`config.mk`:
```
export PLATFORM = sky130hd
export DESIGN_NAME = can_controller_register_block
export DESIGN_NICKNAME = d
export VERILOG_FILES = /design/src/hdl/cancrb_pkg.sv /design/src/hdl/cancrb_apb_regs.sv /design/src/hdl/cancrb_rx_fifo.sv /design/src/hdl/cancrb_exec.sv /design/src/hdl/can_controller_register_block.sv
export SDC_FILE = /design/constraint.sdc
export NUM_CORES = 2
export LEC_CHECK = 0
export BUFFER_PORTS_ARGS = -buffer_cell sky130_fd_sc_hd__buf_2
export CAP_MARGIN = 20
export CORE_AREA = 4 4 364 366
export CTS_BUF_LIST = sky130_fd_sc_hd__clkbuf_8
export DETAILED_ROUTE_END_ITERATION = 8
export DIE_AREA = 0 0 368 370
export GPL_TIMING_DRIVEN = 1
export PLACE_DENSITY = 0.78
export SETUP_SLACK_MARGIN = 0.2
export SLEW_MARGIN = 20
export SYNTH_ARGS = -nofsm -noshare
export SYNTH_HDL_FRONTEND = slang
export SYNTH_SLANG_ARGS = --single-unit
```
`constraint.sdc`:
```
create_clock -name aclk -period 11.95 [get_ports aclk]
set_clock_uncertainty 0.15 [all_clocks]
set_input_delay 1.7925 -clock aclk [delete_from_list [all_inputs] [get_ports aclk]]
set_output_delay 1.7925 -clock aclk [all_outputs]
set_load 0.02 [all_outputs]
```
`src/hdl/cancrb_pkg.sv`:
```
// ----------------------------------------------------------------------------
// CAN controller register block - shared types and constants
// Word layouts, register map, status codes and receive FIFO sizing.
// ----------------------------------------------------------------------------
`default_nettype none

package cancrb_pkg;

    localparam int RX_FIFO_DEPTH = 16;
    localparam int FRAME_BYTES   = 8;

    localparam int PTR_W = (RX_FIFO_DEPTH > 1) ? $clog2(RX_FIFO_DEPTH) : 1;
    localparam int CNT_W = $clog2(RX_FIFO_DEPTH + 1);
    localparam int LEN_W = 4;

    localparam int CFG_ADDR_W = 3;

    localparam logic [1:0] MODE_WRITE = 2'd0;
    localparam logic [1:0] MODE_READ  = 2'd1;
    localparam logic [1:0] MODE_FRAME = 2'd2;

    localparam logic [4:0] ADDR_CONTROL  = 5'd0;
    localparam logic [4:0] ADDR_STATUS   = 5'd1;
    localparam logic [4:0] ADDR_TX_ID    = 5'd2;
    localparam logic [4:0] ADDR_TX_LEN   = 5'd3;
    localparam logic [4:0] ADDR_TX_BYTE0 = 5'd4;
    localparam logic [4:0] ADDR_TX_BYTE7 = 5'd11;
    localparam logic [4:0] ADDR_RX_ID    = 5'd12;
    localparam logic [4:0] ADDR_RX_LEN   = 5'd13;
    localparam logic [4:0] ADDR_RX_BYTE0 = 5'd14;
    localparam logic [4:0] ADDR_RX_BYTE7 = 5'd21;

    localparam int CTRL_SEND_BIT = 0;
    localparam int CTRL_DROP_BIT = 1;

    localparam logic [2:0] ST_OK            = 3'd0;
    localparam logic [2:0] ST_READ_ONLY     = 3'd1;
    localparam logic [2:0] ST_BAD_ADDR      = 3'd2;
    localparam logic [2:0] ST_LEN_TOO_LARGE = 3'd3;
    localparam logic [2:0] ST_NOT_CONNECTED = 3'd4;
    localparam logic [2:0] ST_INVALID_FRAME = 3'd5;
    localparam logic [2:0] ST_FIFO_FULL     = 3'd6;

    localparam logic [0:0] CFG_IDX_BUS_CONNECTED = 1'b0;

    typedef struct packed {
        logic [1:0]  mode;
        logic [4:0]  address;
        logic [31:0] write_value;
        logic [31:0] rx_id;
        logic [3:0]  rx_length;
        logic [63:0] rx_payload;
    } in_word_t;

    typedef struct packed {
        logic [31:0] read_data;
        logic [2:0]  status;
        logic        tx_valid;
        logic [31:0] tx_id;
        logic [3:0]  tx_length;
        logic [63:0] tx_payload;
    } out_word_t;

    typedef struct packed {
        logic [31:0]      id;
        logic [LEN_W-1:0] length;
        logic [63:0]      payload;
    } rx_entry_t;

    typedef struct packed {
        logic      push;
        logic      pop;
        rx_entry_t entry;
    } fifo_ctrl_t;

    typedef struct packed {
        logic      not_empty;
        logic      full;
        rx_entry_t head;
    } fifo_stat_t;

endpackage

`default_nettype wire

```
`src/hdl/cancrb_apb_regs.sv`:
```
// ----------------------------------------------------------------------------
// CAN controller register block - configuration port
// APB-style slave holding the bus connection flag.
// ----------------------------------------------------------------------------
`default_nettype none

module cancrb_apb_regs (
    input  wire logic                             aclk,
    input  wire logic                             aresetn,
    input  wire logic                             psel,
    input  wire logic                             penable,
    input  wire logic                             pwrite,
    input  wire logic [cancrb_pkg::CFG_ADDR_W-1:0] paddr,
    input  wire logic [31:0]                      pwdata,
    output logic      [31:0]                      prdata,
    output logic                                  pready,
    output logic                                  bus_connected
);

    logic bus_connected_reg;
    logic cfg_write;
    logic [0:0] reg_index;

    assign pready    = 1'b1;
    assign reg_index = paddr[2];
    assign cfg_write = psel && penable && pwrite && pready;

    always_ff @(posedge aclk) begin
        if (!aresetn) begin
            bus_connected_reg <= 1'b0;
        end else if (cfg_write && reg_index == cancrb_pkg::CFG_IDX_BUS_CONNECTED) begin
            bus_connected_reg <= pwdata[0];
        end
    end

    always_comb begin
        prdata = '0;
        unique case (reg_index)
            cancrb_pkg::CFG_IDX_BUS_CONNECTED: begin
                prdata = {31'd0, bus_connected_reg};
            end
            default: begin
                prdata = '0;
            end
        endcase
    end

    assign bus_connected = bus_connected_reg;

endmodule

`default_nettype wire

```
`src/hdl/cancrb_rx_fifo.sv`:
```
// ----------------------------------------------------------------------------
// CAN controller register block - receive FIFO
// Circular frame store with head, tail and fill count.
// ----------------------------------------------------------------------------
`default_nettype none

module cancrb_rx_fifo (
    input  wire logic                   aclk,
    input  wire logic                   aresetn,
    input  wire cancrb_pkg::fifo_ctrl_t ctrl,
    output cancrb_pkg::fifo_stat_t      stat
);

    cancrb_pkg::rx_entry_t entries_reg [cancrb_pkg::RX_FIFO_DEPTH];

    logic [cancrb_pkg::PTR_W-1:0] head_reg;
    logic [cancrb_pkg::PTR_W-1:0] head_next;
    logic [cancrb_pkg::PTR_W-1:0] tail_reg;
    logic [cancrb_pkg::PTR_W-1:0] tail_next;
    logic [cancrb_pkg::CNT_W-1:0] count_reg;

    localparam logic [cancrb_pkg::PTR_W-1:0] LAST_SLOT =
        cancrb_pkg::PTR_W'(cancrb_pkg::RX_FIFO_DEPTH - 1);
    localparam logic [cancrb_pkg::CNT_W-1:0] FULL_COUNT =
        cancrb_pkg::CNT_W'(cancrb_pkg::RX_FIFO_DEPTH);

    assign head_next = (head_reg == LAST_SLOT) ? '0 : head_reg + 1'b1;
    assign tail_next = (tail_reg == LAST_SLOT) ? '0 : tail_reg + 1'b1;

    always_ff @(posedge aclk) begin
        if (ctrl.push) begin
            entries_reg[tail_reg] <= ctrl.entry;
        end
    end

    always_ff @(posedge aclk) begin
        if (!aresetn) begin
            head_reg  <= '0;
            tail_reg  <= '0;
            count_reg <= '0;
        end else begin
            if (ctrl.push) begin
                tail_reg <= tail_next;
            end
            if (ctrl.pop) begin
                head_reg <= head_next;
            end
            if (ctrl.push && !ctrl.pop) begin
                count_reg <= count_reg + 1'b1;
            end else if (ctrl.pop && !ctrl.push) begin
                count_reg <= count_reg - 1'b1;
            end
        end
    end

    assign stat.not_empty = (count_reg != '0);
    assign stat.full      = (count_reg == FULL_COUNT);
    assign stat.head      = entries_reg[head_reg];

    a_no_push_when_full: assert property (@(posedge aclk) disable iff (!aresetn)
        ctrl.push |-> count_reg != FULL_COUNT)
        else $error("push into a full receive FIFO");

    a_no_pop_when_empty: assert property (@(posedge aclk) disable iff (!aresetn)
        ctrl.pop |-> count_reg != '0)
        else $error("pop from an empty receive FIFO");

    a_push_grows_count: assert property (@(posedge aclk) disable iff (!aresetn)
        ctrl.push && !ctrl.pop |=> count_reg == $past(count_reg) + 1'b1)
        else $error("fill count did not follow a push");

    a_pop_moves_head: assert property (@(posedge aclk) disable iff (!aresetn)
        ctrl.pop |=> head_reg == $past(head_next))
        else $error("head pointer did not advance on pop");

endmodule

`default_nettype wire

```
`src/hdl/cancrb_exec.sv`:
```
// ----------------------------------------------------------------------------
// CAN controller register block - item execution
// Staged transmit frame and decode of writes, reads and frame events.
// ----------------------------------------------------------------------------
`default_nettype none

module cancrb_exec (
    input  wire logic                   aclk,
    input  wire logic                   aresetn,
    input  wire cancrb_pkg::in_word_t   item,
    input  wire logic                   fire,
    input  wire logic                   bus_connected,
    input  wire cancrb_pkg::fifo_stat_t fifo_stat,
    output cancrb_pkg::out_word_t       result,
    output cancrb_pkg::fifo_ctrl_t      fifo_ctrl
);

    logic [31:0]                                staged_id_reg;
    logic [31:0]                                staged_id_next;
    logic [cancrb_pkg::LEN_W-1:0]               staged_length_reg;
    logic [cancrb_pkg::LEN_W-1:0]               staged_length_next;
    logic [cancrb_pkg::FRAME_BYTES-1:0][7:0]    staged_bytes_reg;
    logic [cancrb_pkg::FRAME_BYTES-1:0][7:0]    staged_bytes_next;

    logic [4:0] tx_offset;
    logic [4:0] rx_offset;
    logic [2:0] tx_idx;
    logic [2:0] rx_idx;
    logic       send_req;
    logic       send_blocked;

    assign tx_offset    = item.address - cancrb_pkg::ADDR_TX_BYTE0;
    assign rx_offset    = item.address - cancrb_pkg::ADDR_RX_BYTE0;
    assign tx_idx       = tx_offset[2:0];
    assign rx_idx       = rx_offset[2:0];
    assign send_req     = item.write_value[cancrb_pkg::CTRL_SEND_BIT];
    assign send_blocked = send_req && !bus_connected;

    always_comb begin
        result             = '0;
        fifo_ctrl          = '0;
        fifo_ctrl.entry    = '{id: item.rx_id, length: item.rx_length,
                               payload: item.rx_payload};
        staged_id_next     = staged_id_reg;
        staged_length_next = staged_length_reg;
        staged_bytes_next  = staged_bytes_reg;
        unique case (item.mode)
            cancrb_pkg::MODE_WRITE: begin
                unique case (item.address) inside
                    cancrb_pkg::ADDR_CONTROL: begin
                        if (send_blocked) begin
                            result.status = cancrb_pkg::ST_NOT_CONNECTED;
                        end else if (send_req) begin
                            result.tx_valid   = 1'b1;
                            result.tx_id      = staged_id_reg;
                            result.tx_length  = staged_length_reg;
                            result.tx_payload = staged_bytes_reg;
                        end
                        fifo_ctrl.pop = fire && !send_blocked && fifo_stat.not_empty
                                        && item.write_value[cancrb_pkg::CTRL_DROP_BIT];
                    end
                    cancrb_pkg::ADDR_TX_ID: begin
                        staged_id_next = item.write_value;
                    end
                    cancrb_pkg::ADDR_TX_LEN: begin
                        if (item.write_value > 32'(cancrb_pkg::FRAME_BYTES)) begin
                            result.status = cancrb_pkg::ST_LEN_TOO_LARGE;
                        end else begin
                            staged_length_next = item.write_value[cancrb_pkg::LEN_W-1:0];
                        end
                    end
                    [cancrb_pkg::ADDR_TX_BYTE0:cancrb_pkg::ADDR_TX_BYTE7]: begin
                        staged_bytes_next[tx_idx] = item.write_value[7:0];
                    end
                    cancrb_pkg::ADDR_STATUS,
                    [cancrb_pkg::ADDR_RX_ID:cancrb_pkg::ADDR_RX_BYTE7]: begin
                        result.status = cancrb_pkg::ST_READ_ONLY;
                    end
                    default: begin
                        result.status = cancrb_pkg::ST_BAD_ADDR;
                    end
                endcase
            end
            cancrb_pkg::MODE_READ: begin
                unique case (item.address) inside
                    cancrb_pkg::ADDR_CONTROL: begin
                        result.read_data = '0;
                    end
                    cancrb_pkg::ADDR_STATUS: begin
                        result.read_data = 32'(fifo_stat.not_empty);
                    end
                    cancrb_pkg::ADDR_TX_ID: begin
                        result.read_data = staged_id_reg;
                    end
                    cancrb_pkg::ADDR_TX_LEN: begin
                        result.read_data = 32'(staged_length_reg);
                    end
                    [cancrb_pkg::ADDR_TX_BYTE0:cancrb_pkg::ADDR_TX_BYTE7]: begin
                        result.read_data = 32'(staged_bytes_reg[tx_idx]);
                    end
                    cancrb_pkg::ADDR_RX_ID: begin
                        if (fifo_stat.not_empty) begin
                            result.read_data = fifo_stat.head.id;
                        end
                    end
                    cancrb_pkg::ADDR_RX_LEN: begin
                        if (fifo_stat.not_empty) begin
                            result.read_data = 32'(fifo_stat.head.length);
                        end
                    end
                    [cancrb_pkg::ADDR_RX_BYTE0:cancrb_pkg::ADDR_RX_BYTE7]: begin
                        if (fifo_stat.not_empty) begin
                            result.read_data =
                                32'(fifo_stat.head.payload[{rx_idx, 3'b000} +: 8]);
                        end
                    end
                    default: begin
                        result.status = cancrb_pkg::ST_BAD_ADDR;
                    end
                endcase
            end
            cancrb_pkg::MODE_FRAME: begin
                if (item.rx_length > cancrb_pkg::LEN_W'(cancrb_pkg::FRAME_BYTES)) begin
                    result.status = cancrb_pkg::ST_INVALID_FRAME;
                end else if (fifo_stat.full) begin
                    result.status = cancrb_pkg::ST_FIFO_FULL;
                end else begin
                    fifo_ctrl.push = fire;
                end
            end
            default: begin
                result = '0;
            end
        endcase
    end

    always_ff @(posedge aclk) begin
        if (!aresetn) begin
            staged_id_reg     <= '0;
            staged_length_reg <= '0;
            staged_bytes_reg  <= '0;
        end else if (fire) begin
            staged_id_reg     <= staged_id_next;
            staged_length_reg <= staged_length_next;
            staged_bytes_reg  <= staged_bytes_next;
        end
    end

endmodule

`default_nettype wire

```
`src/hdl/can_controller_register_block.sv`:
```
// ----------------------------------------------------------------------------
// CAN controller register block - top level
// Register front end of a CAN controller with a receive frame FIFO.
// ----------------------------------------------------------------------------
// s_ channel: one word per register write, register read or bus frame event.
// m_ channel: exactly one result word per input word, in order.
// APB port: register 0 holds the bus connection flag; write it while idle.
// A word accepted into the input register is executed once the output
// register is free, and its result is registered in the output register,
// which drives m_valid.
// Throughput: one word per cycle while the receiver keeps up. Execution is a
// single pass through the decode logic between the input and the result
// register; the receive FIFO head, tail and count update in that same cycle.
// When the receiver stalls, the result word holds in the output register, the
// next word waits in the input register and s_ready drops.
// Reset clears the staged frame, FIFO pointers, count, the connection flag and
// both valid flags; FIFO contents are left as they are.
// ----------------------------------------------------------------------------
`default_nettype none

module can_controller_register_block (
    input  wire logic                              aclk,
    input  wire logic                              aresetn,
    input  wire logic                              s_valid,
    output logic                                   s_ready,
    input  wire cancrb_pkg::in_word_t              s_data,
    output logic                                   m_valid,
    input  wire logic                              m_ready,
    output cancrb_pkg::out_word_t                  m_data,
    input  wire logic                              psel,
    input  wire logic                              penable,
    input  wire logic                              pwrite,
    input  wire logic [cancrb_pkg::CFG_ADDR_W-1:0] paddr,
    input  wire logic [31:0]                       pwdata,
    output logic      [31:0]                       prdata,
    output logic                                   pready
);

    logic                   in_valid_reg;
    cancrb_pkg::in_word_t   in_data_reg;
    logic                   out_valid_reg;
    cancrb_pkg::out_word_t  out_data_reg;
    logic                   fire;
    logic                   bus_connected;
    cancrb_pkg::out_word_t  result;
    cancrb_pkg::fifo_ctrl_t fifo_ctrl;
    cancrb_pkg::fifo_stat_t fifo_stat;

    assign fire    = in_valid_reg && (!out_valid_reg || m_ready);
    assign s_ready = !in_valid_reg || fire;

    always_ff @(posedge aclk) begin
        if (!aresetn) begin
            in_valid_reg <= 1'b0;
        end else if (s_valid && s_ready) begin
            in_valid_reg <= 1'b1;
        end else if (fire) begin
            in_valid_reg <= 1'b0;
        end
    end

    always_ff @(posedge aclk) begin
        if (s_valid && s_ready) begin
            in_data_reg <= s_data;
        end
    end

    always_ff @(posedge aclk) begin
        if (!aresetn) begin
            out_valid_reg <= 1'b0;
        end else if (fire) begin
            out_valid_reg <= 1'b1;
        end else if (m_ready) begin
            out_valid_reg <= 1'b0;
        end
    end

    always_ff @(posedge aclk) begin
        if (fire) begin
            out_data_reg <= result;
        end
    end

    assign m_valid = out_valid_reg;
    assign m_data  = out_data_reg;

    cancrb_apb_regs u_apb_regs (
        .aclk          (aclk),
        .aresetn       (aresetn),
        .psel          (psel),
        .penable       (penable),
        .pwrite        (pwrite),
        .paddr         (paddr),
        .pwdata        (pwdata),
        .prdata        (prdata),
        .pready        (pready),
        .bus_connected (bus_connected)
    );

    cancrb_exec u_exec (
        .aclk          (aclk),
        .aresetn       (aresetn),
        .item          (in_data_reg),
        .fire          (fire),
        .bus_connected (bus_connected),
        .fifo_stat     (fifo_stat),
        .result        (result),
        .fifo_ctrl     (fifo_ctrl)
    );

    cancrb_rx_fifo u_rx_fifo (
        .aclk    (aclk),
        .aresetn (aresetn),
        .ctrl    (fifo_ctrl),
        .stat    (fifo_stat)
    );

endmodule

`default_nettype wire
```
==> impl_metrics.json <==
{
  "setup_viol": 0,
  "slew_violations": 0,
  "htree_levels": 5,
  "fin_crit_ns": 5.651,
  "numCtsBuffers": 324,
  "outcome": "complete, no violations",
  "clock-sinks": 1995,
  "synth.distinct_cells": 81,
  "placement.io_buffers": 286,
  "worst_setup_path_start_kind": "register",
  "die_y_um": 370,
  "nets": 4694,
  "io_pins": 352,
  "cts_resized": 0,
  "r2r_start": "in_data_reg[65]",
  "cp_data_arrival_time_ns": 6.09,
  "cts_tree": "done",
  "grt_usage_pct": 27.78,
  "fin_cells": 6477,
  "synth_ff_type": "edfxtp_1",
  "final_cell_mix": "edfxtp_1, clkbuf_8, mux4_2",
  "initial_core_util_pct": 59.74,
  "synthArstFlopShare_pct": 0,
  "grt_max_degree": 123,
  "p_per_area_nw_per_um2": 154.5,
  "vdd_drop_max_mv": 0.1202,
  "grt_pass1_vias": 41460,
  "grt.overflow.total": 0,
  "relSlewSlack_pct": 25.55,
  "largest_register_ffs": 1600,
  "row_count": 132,
  "path_clk_slew_ns": 0.06,
  "worst-path-max-fanout": 46,
  "place.gp.congestion": 0.8028,
  "dp_worst_setup_slack_ns": 5.422,
  "synth.area.top_cells": "edfxtp_1, mux4_2, mux2i_1",
  "hp-class": "reg -> reg",
  "synth_top_area_cell": "edfxtp_1",
  "die_w_um": 368,
  "hp-start": "u_exec.staged_bytes_reg[57]",
  "hold_viol": 0,
  "detail-route-antenna-nets": 0,
  "layout-drive-gt1-share_pct": 23.35,
  "whs_path_depth": 2,
  "fin_crit_sh_pct": 47.29,
  "synthDominantCellAreaShare_pct": 72.98,
  "critPathKind": "reg -> reg",
  "final.setup.tns_ns": 0,
  "worstHoldEndpoint": "u_exec.staged_bytes_reg[57]",
  "final_common_cell": "edfxtp_1",
  "wire_per_inst_um": 29.20,
  "syn_avg_cell_area_um2": 19.10,
  "root_buffer": "clkbuf_8",
  "clock_path_buffers": 4,
  "drv_cap": 0,
  "worst_slew_pin_slew_ns": 1.117,
  "synthesis.area_um2": 77150,
  "dieArea_um2": 136200,
  "r2r_end": "u_rx_fifo.entries_reg[9][52]",
  "finalWorstSetupSlack_ns": 6.299,
  "synth-seq-cells": 1995,
  "cts_setup_buffers": 0,
  "holdBufCountCts": 0,
  "ff2ff_path_depth": 7,
  "syn_inst": 4039,
  "rsz0062_at_grt": "false",
  "viasPerCell": 6.426,
  "placeableCoreArea_um2": 129200,
  "yosysWarnings": 0,
  "firstDrtPassIters": 6,
  "r2r_slack_ns": 6.30,
  "drc": 0,
  "area_growth_pct": 11.12,
  "synth_edf_count": 1875,
  "grt_pass1_wl_mm": 275.9,
  "placed_cells": 5914,
  "clkLatencyLatePin_ns": 1.01,
  "max_freq_ghz": 0.1770,
  "antenna_found_initial": 15,
  "vias": 41620,
  "drt_iter0_markers": 5472,
  "critPathRequiredTime_ns": 12.39,
  "ys_seq_area_share_pct": 76.09,
  "end_kind": "register",
  "cellLeakagePower_nw": 27.28,
  "wl_mm": 189.1,
  "post-dp-hpwl_mm": 104.2
}
[per-layer routing]
metal  GRT usage, %  up-vias  wire length [um]
met5              0        -                69
met4          9.608       10              5965
met3          7.673      426             23460
met2          43.51     2922             90110
met1          38.28    21100             69520
li1               -    17170                 -
[synthesized netlist by cell type, drive strengths merged, types with 3 or more instances]
master and count:
edfxtp 1875, mux4 308, nand2 291, mux2i 270, buf 151, dfxtp 120
clkbuf 117, nand3 117, and2 112, nor2 69, a21boi 67, a221oi 61
a21oi 54, nor2b 54, o21ai 50, a22oi 43, nor3 29, a32oi 25
nor4 19, a31oi 18, inv 14, a211oi 13, ha 13, mux2 13
o211ai 13, o22ai 11, and3 10, nand2b 10, nand4 10, o31ai 9
a221o 8, o221ai 7, or3 5, xnor2 5, a2bb2oi 4, o32ai 4
a222oi 3, a311oi 3, nor3b 3
[cell type report]
cell class	count	area (um^2)
inverters	15	63.81
fillers	8105	43420
repair buffers	372	2163
well taps	1742	2180
clock buffers	346	4762
multi-input cells	1791	16950
flip-flops and latches	1995	58720
diodes	12	30.03
clock inverters	204	872.1
[worst max-delay path, cell delays in order, from the launching register on]
cell	delay [ns]
edfxtp_1	0.60
o31ai_1	0.59
nand2_1	0.20
nor4b_2	0.81
nand2_1	0.43
nor2_4	0.81
buf_4	0.75
buf_4	0.85
[cell families (layout without fill, tap and decap cells)]
family                   count (synthesis)  in the layout  synth area share (%)
XOR/XNOR                                 6              6               0.06811
multiplexers                           591            591                 12.75
flip-flops                            1995           1995                 76.09
other                                    2             44              0.009734
buffers and inverters                  283            937                 2.326
adder cells (fa/ha/maj)                 14             14                0.2368
AND/OR/NAND/NOR                        736            736                 4.638
AO/OA/AOI/OAI                          412            412                 3.886
[where the power goes]
part           internal, W  leakage (nW)  switching [W]  total (W)
sequential         0.00770          18.0      0.0000998    0.00780
clock              0.00269          3.30        0.00253    0.00522
combinational    0.0000663          6.00       0.000163   0.000230
[worst max path at each step]
stage / start / to / depth (start not counted)
after global routing: in_data_reg[64] / u_rx_fifo.entries_reg[9][90] / 7
after floorplan: m_ready / u_rx_fifo.entries_reg[3][0] / 5
after global placement: m_ready / u_rx_fifo.entries_reg[9][56] / 8
final: in_data_reg[65] / u_rx_fifo.entries_reg[9][52] / 7
after CTS: in_data_reg[65] / u_rx_fifo.entries_reg[9][90] / 7
after detailed placement: m_ready / u_rx_fifo.entries_reg[9][56] / 8
[per-stage QoR]
step                      power (W)  hold slack (ns)  util, %  instance area (um^2)
after global placement     0.008158           0.3149    61.95                 80010
after detailed placement   0.008168           0.3221    61.97                 80040
after floorplan            0.008032           0.2987        -                 77270
after CTS                   0.01331           0.3320    66.33                 85670
final                       0.01325           0.3297    66.38                 85740
after global routing        0.01370           0.3591    66.37                 85720
Note: power is estimated with default switching activity, not from simulation.
